`src/sv/frame_motion_detector_unit_defines.svh`:
```
// Assertion macros shared by the frame motion detector modules
`ifndef FRAME_MOTION_DETECTOR_UNIT_DEFINES_SVH
`define FRAME_MOTION_DETECTOR_UNIT_DEFINES_SVH

// Condition must hold at every edge out of reset
`define FMD_ASSERT_ALWAYS(lbl, cond) \
    lbl: assert property (@(posedge i_clk) disable iff (!i_rst_n) (cond)) \
        else $error("fmd check failed");

// Consequent must hold at the clock edge following the antecedent
`define FMD_ASSERT_NEXT(lbl, ante, cons) \
    lbl: assert property (@(posedge i_clk) disable iff (!i_rst_n) (ante) |=> (cons)) \
        else $error("fmd check failed");

`endif

```
`src/sv/fmd_pkg.sv`:
```
// Shared types, constants and helpers of the frame motion detector
`timescale 1ns / 1ps
package fmd_pkg;

    localparam int MAX_WIDTH  = 1024;
    localparam int MAX_HEIGHT = 1024;
    localparam int COL_W      = $clog2(MAX_WIDTH);
    localparam int ROW_W      = $clog2(MAX_HEIGHT);
    localparam int DIM_W      = 11;
    localparam int THR_W      = 17;
    localparam int CNT_W      = 21;
    localparam int QDEPTH     = 4;
    localparam int QPTR_W     = $clog2(QDEPTH);
    localparam int QLVL_W     = $clog2(QDEPTH + 1);
    localparam int LINE_W     = 24;

    localparam logic [1:0] CFG_WIDTH     = 2'd0;
    localparam logic [1:0] CFG_HEIGHT    = 2'd1;
    localparam logic [1:0] CFG_THRESHOLD = 2'd2;

    // One column of the 3x3 neighborhood plus position flags
    typedef struct packed {
        logic [7:0] g0;       // grey two rows up
        logic [7:0] g1;       // grey one row up
        logic [7:0] g2;       // grey of this row
        logic [7:0] bg_up;    // background one row up
        logic [7:0] bg_lo;    // background of this row
        logic       row_ge1;
        logic       row_ge2;
        logic       col_ge1;
        logic       col_ge2;
        logic       last_col;
        logic       last_row;
    } t_col;

    function automatic logic [DIM_W-1:0] f_clamp(input logic [DIM_W-1:0] v,
                                                 input logic [DIM_W-1:0] vmax);
        logic [DIM_W-1:0] res;
        res = v;
        if (v == '0) res = DIM_W'(1);
        else if (v > vmax) res = vmax;
        return res;
    endfunction

    // Q16 reciprocal of the window size, exact for sums below 32768
    function automatic logic [16:0] f_recip(input logic [1:0] rows,
                                            input logic [1:0] cols);
        logic [3:0]  n;
        logic [16:0] res;
        n = 4'(rows) * 4'(cols);
        unique case (n)
            4'd1:    res = 17'd65536;
            4'd2:    res = 17'd32768;
            4'd3:    res = 17'd21846;
            4'd4:    res = 17'd16384;
            4'd6:    res = 17'd10923;
            4'd9:    res = 17'd7282;
            default: res = 17'd0;
        endcase
        return res;
    endfunction

endpackage

```
`src/sv/fmd_queue.sv`:
```
// Short queue of column items between front and back
`timescale 1ns / 1ps
`include "frame_motion_detector_unit_defines.svh"
module fmd_queue import fmd_pkg::*; (
    input  logic              i_clk,
    input  logic              i_rst_n,
    input  logic              i_push,
    input  t_col              i_item,
    input  logic              i_pop,
    output t_col              o_item,
    output logic              o_nonempty,
    output logic [QLVL_W-1:0] o_level
);
    t_col              r_mem [QDEPTH];
    logic [QPTR_W-1:0] r_wptr, r_rptr;
    logic [QLVL_W-1:0] r_level;

    always_ff @(posedge i_clk) begin
        if (!i_rst_n) begin
            r_wptr  <= '0;
            r_rptr  <= '0;
            r_level <= '0;
        end else begin
            if (i_push) r_wptr <= r_wptr + QPTR_W'(1);
            if (i_pop)  r_rptr <= r_rptr + QPTR_W'(1);
            r_level <= r_level + QLVL_W'(i_push) - QLVL_W'(i_pop);
        end
    end

    always_ff @(posedge i_clk) begin
        if (i_push) r_mem[r_wptr] <= i_item;
    end

    assign o_item     = r_mem[r_rptr];
    assign o_nonempty = r_level != '0;
    assign o_level    = r_level;

    `FMD_ASSERT_ALWAYS(a_no_overflow, !(i_push && !i_pop && r_level == QLVL_W'(QDEPTH)))
    `FMD_ASSERT_ALWAYS(a_no_underflow, !(i_pop && r_level == '0))
endmodule

```
`config.mk`:
```
export PLATFORM = sky130hd
export DESIGN_NAME = fmd_queue
export DESIGN_NICKNAME = d
export VERILOG_FILES = /design/src/sv/fmd_pkg.sv /design/src/sv/fmd_queue.sv
export VERILOG_INCLUDE_DIRS = /design/src /design/src/sv
export SDC_FILE = /design/constraint.sdc
export NUM_CORES = 1
export LEC_CHECK = 0
export BUFFER_PORTS_ARGS = -buffer_cell sky130_fd_sc_hd__buf_2
export CORE_AREA = 2 2 115 117
export CTS_CLUSTER_SIZE = 14
export DETAILED_ROUTE_END_ITERATION = 12
export DIE_AREA = 0 0 117 119
export PLACE_DENSITY = 0.9
export SYNTH_ARGS = -nofsm -noshare
export SYNTH_HDL_FRONTEND = slang
export SYNTH_SLANG_ARGS = --single-unit
export TNS_END_PERCENT = 100
```
`constraint.sdc`:
```
create_clock -name i_clk -period 2.27 [get_ports i_clk]
set_input_delay 0.227 -clock i_clk [delete_from_list [all_inputs] [get_ports i_clk]]
set_output_delay 0.227 -clock i_clk [all_outputs]
set_load 0.05 [all_outputs]
```
==> impl_metrics.ini <==
[drt]
finalWirelength_mm = 11.7
viasPerCell = 5.36
dr_total_vias = 3208
postRouteAntennaNets = 0
wl_met1_mm = 4.91
met3WireLength_um = 588
firstDrtPassIters = 4
routedWlPerCell_um = 19.6
top_layer_used = met5
drc = 0
wl_met2_mm = 6.04
dr.first_iter.drc_count = 184

[cells_and_area]
final_common_cell = edfxtp_1
antenna_cells = 0
layout_common_cells = edfxtp_1, buf_2, mux4_2
layout-drive-gt1-share_pct = 43.0
seq_area_um2 = 5710
nNetsFinal = 467
multi_input_area_um2 = 1290
synthToLayoutAreaGrowth_pct = 19.4
fin_area_um2 = 8520
nFillCells = 864

[worst_setup_path]
crit_type = flip-flop to output port
cp.arrival_ns = 1.86
end_kind = output port
worst_ep_required_time_ns = 2.04
worstPathMaxFanout = 23
cp-start-kind = flip-flop

[place]
portBuffers = 99
dpl_cell_area_um2 = 7870
dpl.hpwl_mm = 7.05
dp_slack_ns = 0.495
gp_congestion = 0.717

[sta]
max_slew.worst_pin.slew_ns = 0.461
min_period_ns = 2.09
hold-worst-slack_ns = 0.0186
fmax_ghz = 0.479
setup_ws_ns = 0.183
rsz0062_at_grt = no
timing.final.crit_share_pct = 92.0
setup_tns_ns = 0
setup_viol = 0
clock_skew_ns = 0.00645
report.final.hold_viol_count = 0
slew_headroom_pct = 69.3
slew_violations = 0

[synthesis]
synth-edff-count = 184
yosys.area.top_type = edfxtp_1
synth_cells = 282
ys.flop_type = edfxtp_1
synth.cell_area_um2 = 7140
avgSynthCellArea_um2 = 25.3
synth-seq-cells = 193
syn-num-nets = 339
async_flop_share_pct = 0
synth.area.top_cells = edfxtp_1, mux4_2, dfxtp_1, mux4_1, buf_12
ys_types = 20
ys.warnings.count = 0
synth_seq_area_share_pct = 79.9
post-synth-top-area-fraction_pct = 77.4

[clock_network]
clock_path_buffers = 2
cts_root_buf = clkbuf_16
path_clk_slew_ns = 0.06
cts_tree = yes
ctsHtreeMaxLevel = 4
cts_sinks = 193
post_cts_buffers = 0
cts_buffers = 17
clock_latency_ns = 0.42

[global_routing]
grt_overflow = 0
grt_use_total_pct = 18.2
antenna_found_initial = 1
grt_max_degree = 47
grt_pass1_wl_mm = 18.1
grt_pass1_vias = 3452

[floorplanning]
fp-row-count = 42
fp.dieW_um = 117
die_area_um2 = 13900
initial_utilization_pct = 55.4
io_pins = 100
core_area_um2 = 12900
die_height_um = 119

[power_and_ir_drop]
power.density_nw_per_um2 = 944
ir_drop_mv = 0.534
p_leak_uw = 0.00294

[flow_run]
drv_cap = 0

[status]
outcome = complete, no violations

[min_path]
hold_path_class = primary input to flip-flop
path summary, 6_finish.rpt:
kind                     startpoint                     end  slack (ns)  cells after the start
max                       flip-flop               o_item[0]        0.18                      3
min                       i_item[0]   r_mem[1][0]$_DFFE_PP_        0.02                      1
max reg2reg  r_wptr[0]$_SDFFE_PN0P_  r_mem[2][18]$_DFFE_PP_        0.63                      4
min reg2reg  r_rptr[1]$_SDFFE_PN0P_               flip-flop        0.55                      2
cell families after synthesis:
family	share of synthesized area, %
simple gates	0.982
buf+inv	2.00
mux	15.0
compound gates	0.210
xor+xnor	0.578
flops	79.9
fa+ha+maj	1.33
per-stage QoR:
stage / power [µW] / cells / util, %
2_1_floorplan: 5160 / 282 / -
4_1_cts: 8110 / 598 / 65.9
5_1_grt: 8330 / 599 / 66.2
6_report: 8050 / 599 / 66.2
3_5_place_dp: 5460 / 557 / 61.1
3_3_place_gp: 5420 / 557 / 61.1
synthesized netlist by cell type (2+ instances only):
cell,instances
and2_1,6
buf_12,4
buf_2,4
dfxtp_1,9
edfxtp_1,184
ha_1,6
inv_1,7
mux4_1,6
mux4_2,40
nor2_1,5
xnor2_1,2
cell type report:
class                   instances  area share, %
clock buffers                  18           5.04
repair buffers                119           8.72
well taps                     176           2.58
flip-flops and latches        193           67.0
inverters                       7          0.308
clock inverters                14           1.16
multi-input cells              72           15.2
flip-flops by register name (all words and copies together) (netlist names), named ones only:
| name | cells |
|---|---|
| r_mem | 184 |
| o_level | 3 |
| r_rptr | 2 |
| r_wptr | 2 |
routing by layer:
metal / global-route usage, % / vias to the layer above
met1: 23.2 / 1646
met5: 0 / -
met4: 6.62 / 2
li1: - / 1450
met2: 29.9 / 93
met3: 5.39 / 17
worst max-delay path: stages, from the launching register on:
cell and delay [ns]:
dfxtp_4 0.38, buf_16 0.22, mux4_1 0.60, buf_2 0.23
report_power, final:
| part | switching (µW) | total [µW] | internal, µW |
|---|---|---|---|
| logic | 842 | 1250 | 405 |
| registers | 54.8 | 4150 | 4090 |
| clock network | 1180 | 2660 | 1480 |
timing repair:
action                                  4_1_cts  5_1_grt
gates resized for setup                       0        1
hold endpoints to repair                     36        0
hold buffers                                  9        0
endpoints found under the setup margin        0        4
(Power assumes the default switching activity.)
