===== src/sv/frame_motion_detector_unit_defines.svh =====
// Assertion macros shared by the frame motion detector modules
`ifndef FRAME_MOTION_DETECTOR_UNIT_DEFINES_SVH
`define FRAME_MOTION_DETECTOR_UNIT_DEFINES_SVH

// Condition must hold at every edge out of reset
`define FMD_ASSERT_ALWAYS(lbl, cond) \
    lbl: assert property (@(posedge i_clk) disable iff (!i_rst_n) (cond)) \
        else $error("fmd check failed");

// Consequent must hold at the clock edge following the antecedent
`define FMD_ASSERT_NEXT(lbl, ante, cons) \
    lbl: assert property (@(posedge i_clk) disable iff (!i_rst_n) (ante) |=> (cons)) \
        else $error("fmd check failed");

`endif


===== src/sv/fmd_pkg.sv =====
// Shared types, constants and helpers of the frame motion detector
`timescale 1ns / 1ps
package fmd_pkg;

    localparam int MAX_WIDTH  = 1024;
    localparam int MAX_HEIGHT = 1024;
    localparam int COL_W      = $clog2(MAX_WIDTH);
    localparam int ROW_W      = $clog2(MAX_HEIGHT);
    localparam int DIM_W      = 11;
    localparam int THR_W      = 17;
    localparam int CNT_W      = 21;
    localparam int QDEPTH     = 4;
    localparam int QPTR_W     = $clog2(QDEPTH);
    localparam int QLVL_W     = $clog2(QDEPTH + 1);
    localparam int LINE_W     = 24;

    localparam logic [1:0] CFG_WIDTH     = 2'd0;
    localparam logic [1:0] CFG_HEIGHT    = 2'd1;
    localparam logic [1:0] CFG_THRESHOLD = 2'd2;

    // One column of the 3x3 neighborhood plus position flags
    typedef struct packed {
        logic [7:0] g0;       // grey two rows up
        logic [7:0] g1;       // grey one row up
        logic [7:0] g2;       // grey of this row
        logic [7:0] bg_up;    // background one row up
        logic [7:0] bg_lo;    // background of this row
        logic       row_ge1;
        logic       row_ge2;
        logic       col_ge1;
        logic       col_ge2;
        logic       last_col;
        logic       last_row;
    } t_col;

    function automatic logic [DIM_W-1:0] f_clamp(input logic [DIM_W-1:0] v,
                                                 input logic [DIM_W-1:0] vmax);
        logic [DIM_W-1:0] res;
        res = v;
        if (v == '0) res = DIM_W'(1);
        else if (v > vmax) res = vmax;
        return res;
    endfunction

    // Q16 reciprocal of the window size, exact for sums below 32768
    function automatic logic [16:0] f_recip(input logic [1:0] rows,
                                            input logic [1:0] cols);
        logic [3:0]  n;
        logic [16:0] res;
        n = 4'(rows) * 4'(cols);
        unique case (n)
            4'd1:    res = 17'd65536;
            4'd2:    res = 17'd32768;
            4'd3:    res = 17'd21846;
            4'd4:    res = 17'd16384;
            4'd6:    res = 17'd10923;
            4'd9:    res = 17'd7282;
            default: res = 17'd0;
        endcase
        return res;
    endfunction

endpackage


===== src/sv/fmd_back.sv =====
// Back end: window sums, box mean, background compare, count and result
`timescale 1ns / 1ps
`include "frame_motion_detector_unit_defines.svh"
module fmd_back import fmd_pkg::*; (
    input  logic             i_clk,
    input  logic             i_rst_n,
    input  t_col             i_item,
    input  logic             i_nonempty,
    output logic             o_pop,
    input  logic [DIM_W-1:0] i_width,
    input  logic [DIM_W-1:0] i_height,
    input  logic [THR_W-1:0] i_threshold,
    input  logic             i_clear,
    output logic             o_valid,
    input  logic             i_ready,
    output logic             o_motion,
    output logic [CNT_W-1:0] o_differing_pixels
);
    localparam int PROD_W = THR_W + 2 * DIM_W;

    logic [7:0]        r_p1g0, r_p1g1, r_p1g2, r_p2g0, r_p2g1, r_p2g2;
    logic [7:0]        r_p1bu, r_p1bl;
    logic              r_s1_valid, r_s1_eof;
    logic [11:0]       r_s1_sum [4];
    logic [16:0]       r_s1_rcp [4];
    logic [7:0]        r_s1_bg  [4];
    logic [3:0]        r_s1_act;
    logic              r_s2_valid, r_s2_eof;
    logic [7:0]        r_s2_mean [4];
    logic [7:0]        r_s2_bg   [4];
    logic [3:0]        r_s2_act;
    logic [CNT_W-1:0]  r_count;
    logic              r_out_valid, r_out_motion;
    logic [CNT_W-1:0]  r_out_cnt;
    logic [THR_W+DIM_W-1:0] r_tw;
    logic [PROD_W-1:0] r_twh;

    logic              en;
    logic [9:0]        up_cur, up_p1, up_p2;
    logic [8:0]        lo_cur, lo_p1, lo_p2;
    logic [11:0]       sum_a, sum_b, sum_c, sum_d;
    logic [1:0]        rows_u, rows_l, cols_a, cols_b;
    logic [28:0]       prod [4];
    logic [2:0]        ndiff;
    logic [CNT_W-1:0]  total;

    // Stall only when a frame result is ready and the output slot is taken
    assign en    = !(r_s2_valid && r_s2_eof && r_out_valid && !i_ready);
    assign o_pop = en && i_nonempty;

    always_comb begin
        up_cur = 10'(i_item.row_ge2 ? i_item.g0 : 8'd0) + 10'(i_item.g1) + 10'(i_item.g2);
        up_p1  = 10'(i_item.row_ge2 ? r_p1g0 : 8'd0) + 10'(r_p1g1) + 10'(r_p1g2);
        up_p2  = 10'(i_item.row_ge2 ? r_p2g0 : 8'd0) + 10'(r_p2g1) + 10'(r_p2g2);
        lo_cur = 9'(i_item.row_ge1 ? i_item.g1 : 8'd0) + 9'(i_item.g2);
        lo_p1  = 9'(i_item.row_ge1 ? r_p1g1 : 8'd0) + 9'(r_p1g2);
        lo_p2  = 9'(i_item.row_ge1 ? r_p2g1 : 8'd0) + 9'(r_p2g2);
        sum_a  = 12'(i_item.col_ge2 ? up_p2 : 10'd0) + 12'(up_p1) + 12'(up_cur);
        sum_b  = 12'(i_item.col_ge1 ? up_p1 : 10'd0) + 12'(up_cur);
        sum_c  = 12'(i_item.col_ge2 ? lo_p2 : 9'd0) + 12'(lo_p1) + 12'(lo_cur);
        sum_d  = 12'(i_item.col_ge1 ? lo_p1 : 9'd0) + 12'(lo_cur);
        rows_u = i_item.row_ge2 ? 2'd3 : 2'd2;
        rows_l = i_item.row_ge1 ? 2'd2 : 2'd1;
        cols_a = i_item.col_ge2 ? 2'd3 : 2'd2;
        cols_b = i_item.col_ge1 ? 2'd2 : 2'd1;
    end

    always_comb begin
        for (int k = 0; k < 4; k++) begin
            prod[k] = 29'(r_s1_sum[k]) * 29'(r_s1_rcp[k]);
        end
        ndiff = '0;
        for (int k = 0; k < 4; k++) begin
            ndiff = ndiff + 3'(r_s2_act[k] && (r_s2_mean[k] != r_s2_bg[k]));
        end
        total = r_count + CNT_W'(ndiff);
    end

    always_ff @(posedge i_clk) begin
        if (!i_rst_n) begin
            r_s1_valid  <= 1'b0;
            r_s2_valid  <= 1'b0;
            r_count     <= '0;
            r_out_valid <= 1'b0;
        end else begin
            if (en) begin
                r_s1_valid <= o_pop;
                r_s2_valid <= r_s1_valid;
            end
            if (!i_clear && en && r_s2_valid && r_s2_eof) begin
                r_out_valid <= 1'b1;
            end else if (r_out_valid && i_ready) begin
                r_out_valid <= 1'b0;
            end
            if (i_clear) begin
                r_count <= '0;
            end else if (en && r_s2_valid) begin
                r_count <= r_s2_eof ? '0 : total;
            end
        end
    end

    always_ff @(posedge i_clk) begin
        r_tw  <= (THR_W + DIM_W)'(i_threshold) * (THR_W + DIM_W)'(i_width);
        r_twh <= PROD_W'(r_tw) * PROD_W'(i_height);
        if (o_pop) begin
            // advance the column window
            r_p2g0 <= r_p1g0;
            r_p2g1 <= r_p1g1;
            r_p2g2 <= r_p1g2;
            r_p1g0 <= i_item.g0;
            r_p1g1 <= i_item.g1;
            r_p1g2 <= i_item.g2;
            r_p1bu <= i_item.bg_up;
            r_p1bl <= i_item.bg_lo;
        end
        if (en) begin
            r_s1_eof    <= i_item.last_row && i_item.last_col;
            r_s1_sum[0] <= sum_a;
            r_s1_sum[1] <= sum_b;
            r_s1_sum[2] <= sum_c;
            r_s1_sum[3] <= sum_d;
            r_s1_rcp[0] <= f_recip(rows_u, cols_a);
            r_s1_rcp[1] <= f_recip(rows_u, cols_b);
            r_s1_rcp[2] <= f_recip(rows_l, cols_a);
            r_s1_rcp[3] <= f_recip(rows_l, cols_b);
            r_s1_bg[0]  <= r_p1bu;
            r_s1_bg[1]  <= i_item.bg_up;
            r_s1_bg[2]  <= r_p1bl;
            r_s1_bg[3]  <= i_item.bg_lo;
            r_s1_act[0] <= i_item.row_ge1 && i_item.col_ge1;
            r_s1_act[1] <= i_item.row_ge1 && i_item.last_col;
            r_s1_act[2] <= i_item.last_row && i_item.col_ge1;
            r_s1_act[3] <= i_item.last_row && i_item.last_col;
            r_s2_eof    <= r_s1_eof;
            r_s2_act    <= r_s1_act;
            for (int k = 0; k < 4; k++) begin
                r_s2_mean[k] <= prod[k][23:16];
                r_s2_bg[k]   <= r_s1_bg[k];
            end
        end
        if (en && r_s2_valid && r_s2_eof) begin
            r_out_cnt    <= total;
            r_out_motion <= {2'b00, total, 16'd0} > r_twh;
        end
    end

    assign o_valid            = r_out_valid;
    assign o_motion           = r_out_motion;
    assign o_differing_pixels = r_out_cnt;

    `FMD_ASSERT_NEXT(a_hold_eof, r_s2_valid && r_s2_eof && r_out_valid && !i_ready,
                     r_s2_valid && r_s2_eof)
    `FMD_ASSERT_NEXT(a_result_lands, en && r_s2_valid && r_s2_eof && !i_clear, r_out_valid)
endmodule


===== config.mk =====
export PLATFORM = sky130hd
export DESIGN_NAME = fmd_back
export DESIGN_NICKNAME = d
export VERILOG_FILES = /design/src/sv/fmd_pkg.sv /design/src/sv/fmd_back.sv
export VERILOG_INCLUDE_DIRS = /design/src /design/src/sv
export SDC_FILE = /design/constraint.sdc
export NUM_CORES = 2
export LEC_CHECK = 0
export ABC_AREA = 0
export BUFFER_PORTS_ARGS = -buffer_cell sky130_fd_sc_hd__clkbuf_2
export CAP_MARGIN = 15
export CORE_ASPECT_RATIO = 1.5
export CORE_UTILIZATION = 60
export CTS_CLUSTER_DIAMETER = 200
export DETAILED_ROUTE_END_ITERATION = 8
export PLACE_DENSITY = 0.77
export SLEW_MARGIN = 20
export SYNTH_ARGS = -nofsm -noshare
export SYNTH_HDL_FRONTEND = slang
export SYNTH_SLANG_ARGS = --single-unit

===== constraint.sdc =====
create_clock -name i_clk -period 14.8 [get_ports i_clk]
set_input_delay 2.96 -clock i_clk [delete_from_list [all_inputs] [get_ports i_clk]]
set_output_delay 2.96 -clock i_clk [all_outputs]
set_load 0.01 [all_outputs]

==> results.cfg <==
[global_routing]
grt_pass1_vias = 34300
grt_pass1_wl_microns = 174500
antenna_found_initial = 7
grt_max_degree = 71
grt.total_usage = 0.2852
gr-total-overflow = 0

[final_layout]
drive_gt1_frac = 0.04513
seq_area_sq_mm = 0.009569
fill_cells = 6314
nNetsFinal = 6025
syn_to_final_growth_pct = 5.665
multi_input_area_sq_mm = 0.03329

[route]
via_per_inst = 5.495
routed_wl_microns = 107900
drt-initial-drc-count = 1533
wl_per_cell_microns = 19.04
drtPass1Iterations = 6
postRouteAntennaNets = 0
drc = 0
via_count = 31160

[clock_tree]
htree_num_levels = 2
holdBufCountCts = 0
cts-root-buf = clkbuf_16
numCtsBuffers = 37
cts_tree = done
path_clk_slew_ps = 70
clkLatencyLatePin_ps = 580
clock-sinks = 349
post_cts_resized = 0
cts_setup_buffers = 0
clock_path_buffers = 3

[setup_path]
path_max_fanout = 28
end_kind = flop
start_kind = input pin
crit_type = input pin to flop
critPathArrivalTime_ps = 8710
reg2reg_from = r_s1_rcp[2][13]
critical_path.startpoint = i_height[5]
cp.required_ps = 15250

[timing]
skew_ps = 37.57
finalSetupViolations = 0
rsz0062_at_grt = false
layout_min_cycle_time_ps = 8264
maxSlewHeadroom = 0.2379
worst_pin_slew_ps = 1133
slew_viol_final = 0
setup_tns_ps = 0
fmaxAchievable_mhz = 121.0
period_share = 0.5584
hold_violations = 0

[logic_synthesis]
synth_area_leaders = fa_1, edfxtp_1, ha_1
synth_top_area_frac = 0.3553
synthArstFlopShare = 0
synth-seq-cells = 349
syn_nets = 5999
synthCells = 4598
synth.distinct_cells = 78
synthFlopType = edfxtp_1
synth_area_leader_cell = fa_1
syn_area_per_cell_sq_um = 10.23
yosysSeqAreaShare = 0.2034
synth_warnings = 0
synth_edf_count = 258
synth_area_sq_mm = 0.04705

[place]
portBuffers = 113
post-dp-hpwl_microns = 89930
gp_congestion = 0.9740

[status]
status = complete, no violations

[floorplan]
die_area_sq_mm = 0.07956
die_w_microns = 230.6
initial_core_util = 0.6065
rows = 125
die_h_microns = 345.0
io_pins = 114
core_area_sq_mm = 0.07757

[min_path]
min_from = r_s1_bg[0][1]
hold_class = flop to flop

[job]
maxCapViolCount = 0
placed cells by master (no fill, tap or decap), types with 51 or more instances in the layout:
cell type	instances
inv_1	982
fa_1	835
ha_1	476
nand2_1	443
and2_1	430
edfxtp_1	258
a21oi_1	160
xnor2_1	156
nor2_1	124
clkbuf_2	113
dfxtp_1	91
xor2_1	62
a21o_1	51
logic make-up after synthesis:
kind of cell	share of synthesized area
fa+ha+maj	0.4819
simple gates	0.1273
buf+inv	0.08949
compound gates	0.05670
flops	0.2034
xor+xnor	0.04058
mux	0.0006649
Yosys cell counts, drive strengths merged (3+ instances only):
cell    instances
a211oi         11
a21boi          7
a21o           51
a21oi         163
a22oi           7
a311o           3
a31o            5
a31oi           7
and2          431
and3           21
buf             8
clkbuf        126
dfxtp          91
edfxtp        258
fa            835
ha            476
inv           983
nand2         443
nand2b         19
nand3          31
nand3b          4
nand4          21
nor2          125
nor2b          23
nor3           30
nor3b           3
nor4           12
nor4bb          4
o211ai          8
o21a           18
o21ai          58
o21bai         43
o31ai           4
or2             5
or3             8
xnor2         156
xor2           62
worst paths after layout:
kind,cells past startpoint,slack (ps),end
setup / recovery,20,6540,r_twh[38]
hold / removal,0,410,r_s2_bg[0][1]
hold reg to reg,0,410,r_s2_bg[0][1]
setup reg to reg,17,8750,r_s2_mean[2][6]
worst max-delay path, cell delays in order:
cell and delay, ps:
clkbuf_2 540, nand2_1 170, fa_1 570, inv_1 60
fa_1 560, fa_1 440, fa_1 500, inv_1 50
fa_1 470, inv_1 40, ha_1 370, a211oi_1 360
o21ai_1 120, a21oi_1 290, o32a_1 200, nand3_1 150
o31ai_1 240, o21ai_1 120, o41a_1 330, xnor2_1 130
registers in the layout (all words and copies together), names as in the netlist, 24 cells and up:
register / cells
r_s2_bg: 32
r_s2_mean: 32
r_tw: 28
r_s1_bg: 32
r_s1_rcp: 24
r_twh: 39
r_s1_sum: 44
routing by layer:
layer / GRT usage / share of wire / vias up
li1: - / - / 14260
met1: 0.3033 / 0.35 / 15720
met2: 0.5341 / 0.54 / 826
met3: 0.03793 / 0.046 / 336
met4: 0.1723 / 0.065 / 12
met5: 0 / 0.00066 / -
final cells by class:
type | count | area share
antenna | 1 | 0.00005034
clock buffer | 44 | 0.01915
clock inverter | 24 | 0.006267
inverter | 983 | 0.07422
multi-input combinational | 3132 | 0.6697
sequential | 349 | 0.1925
tap | 1016 | 0.02557
timing repair buffer | 121 | 0.01258
stage by stage:
step / setup WS [ps] / cells / cell area, sq um / hold WS [ps] / util
2_1_floorplan: 2434 / 4598 / 47050 / 400.3 / -
3_3_place_gp: 6025 / 5601 / 48440 / 400.6 / 0.6245
3_5_place_dp: 6017 / 5601 / 48440 / 404.5 / 0.6245
4_1_cts: 6590 / 5669 / 49710 / 416.0 / 0.6407
5_1_grt: 6194 / 5669 / 49710 / 420.6 / 0.6408
6_report: 6536 / 5670 / 49710 / 411.5 / 0.6408
Power is left out: the tool's default activity adds up to more than one toggle a clock period on the data nets, which glitch-free logic cannot reach.
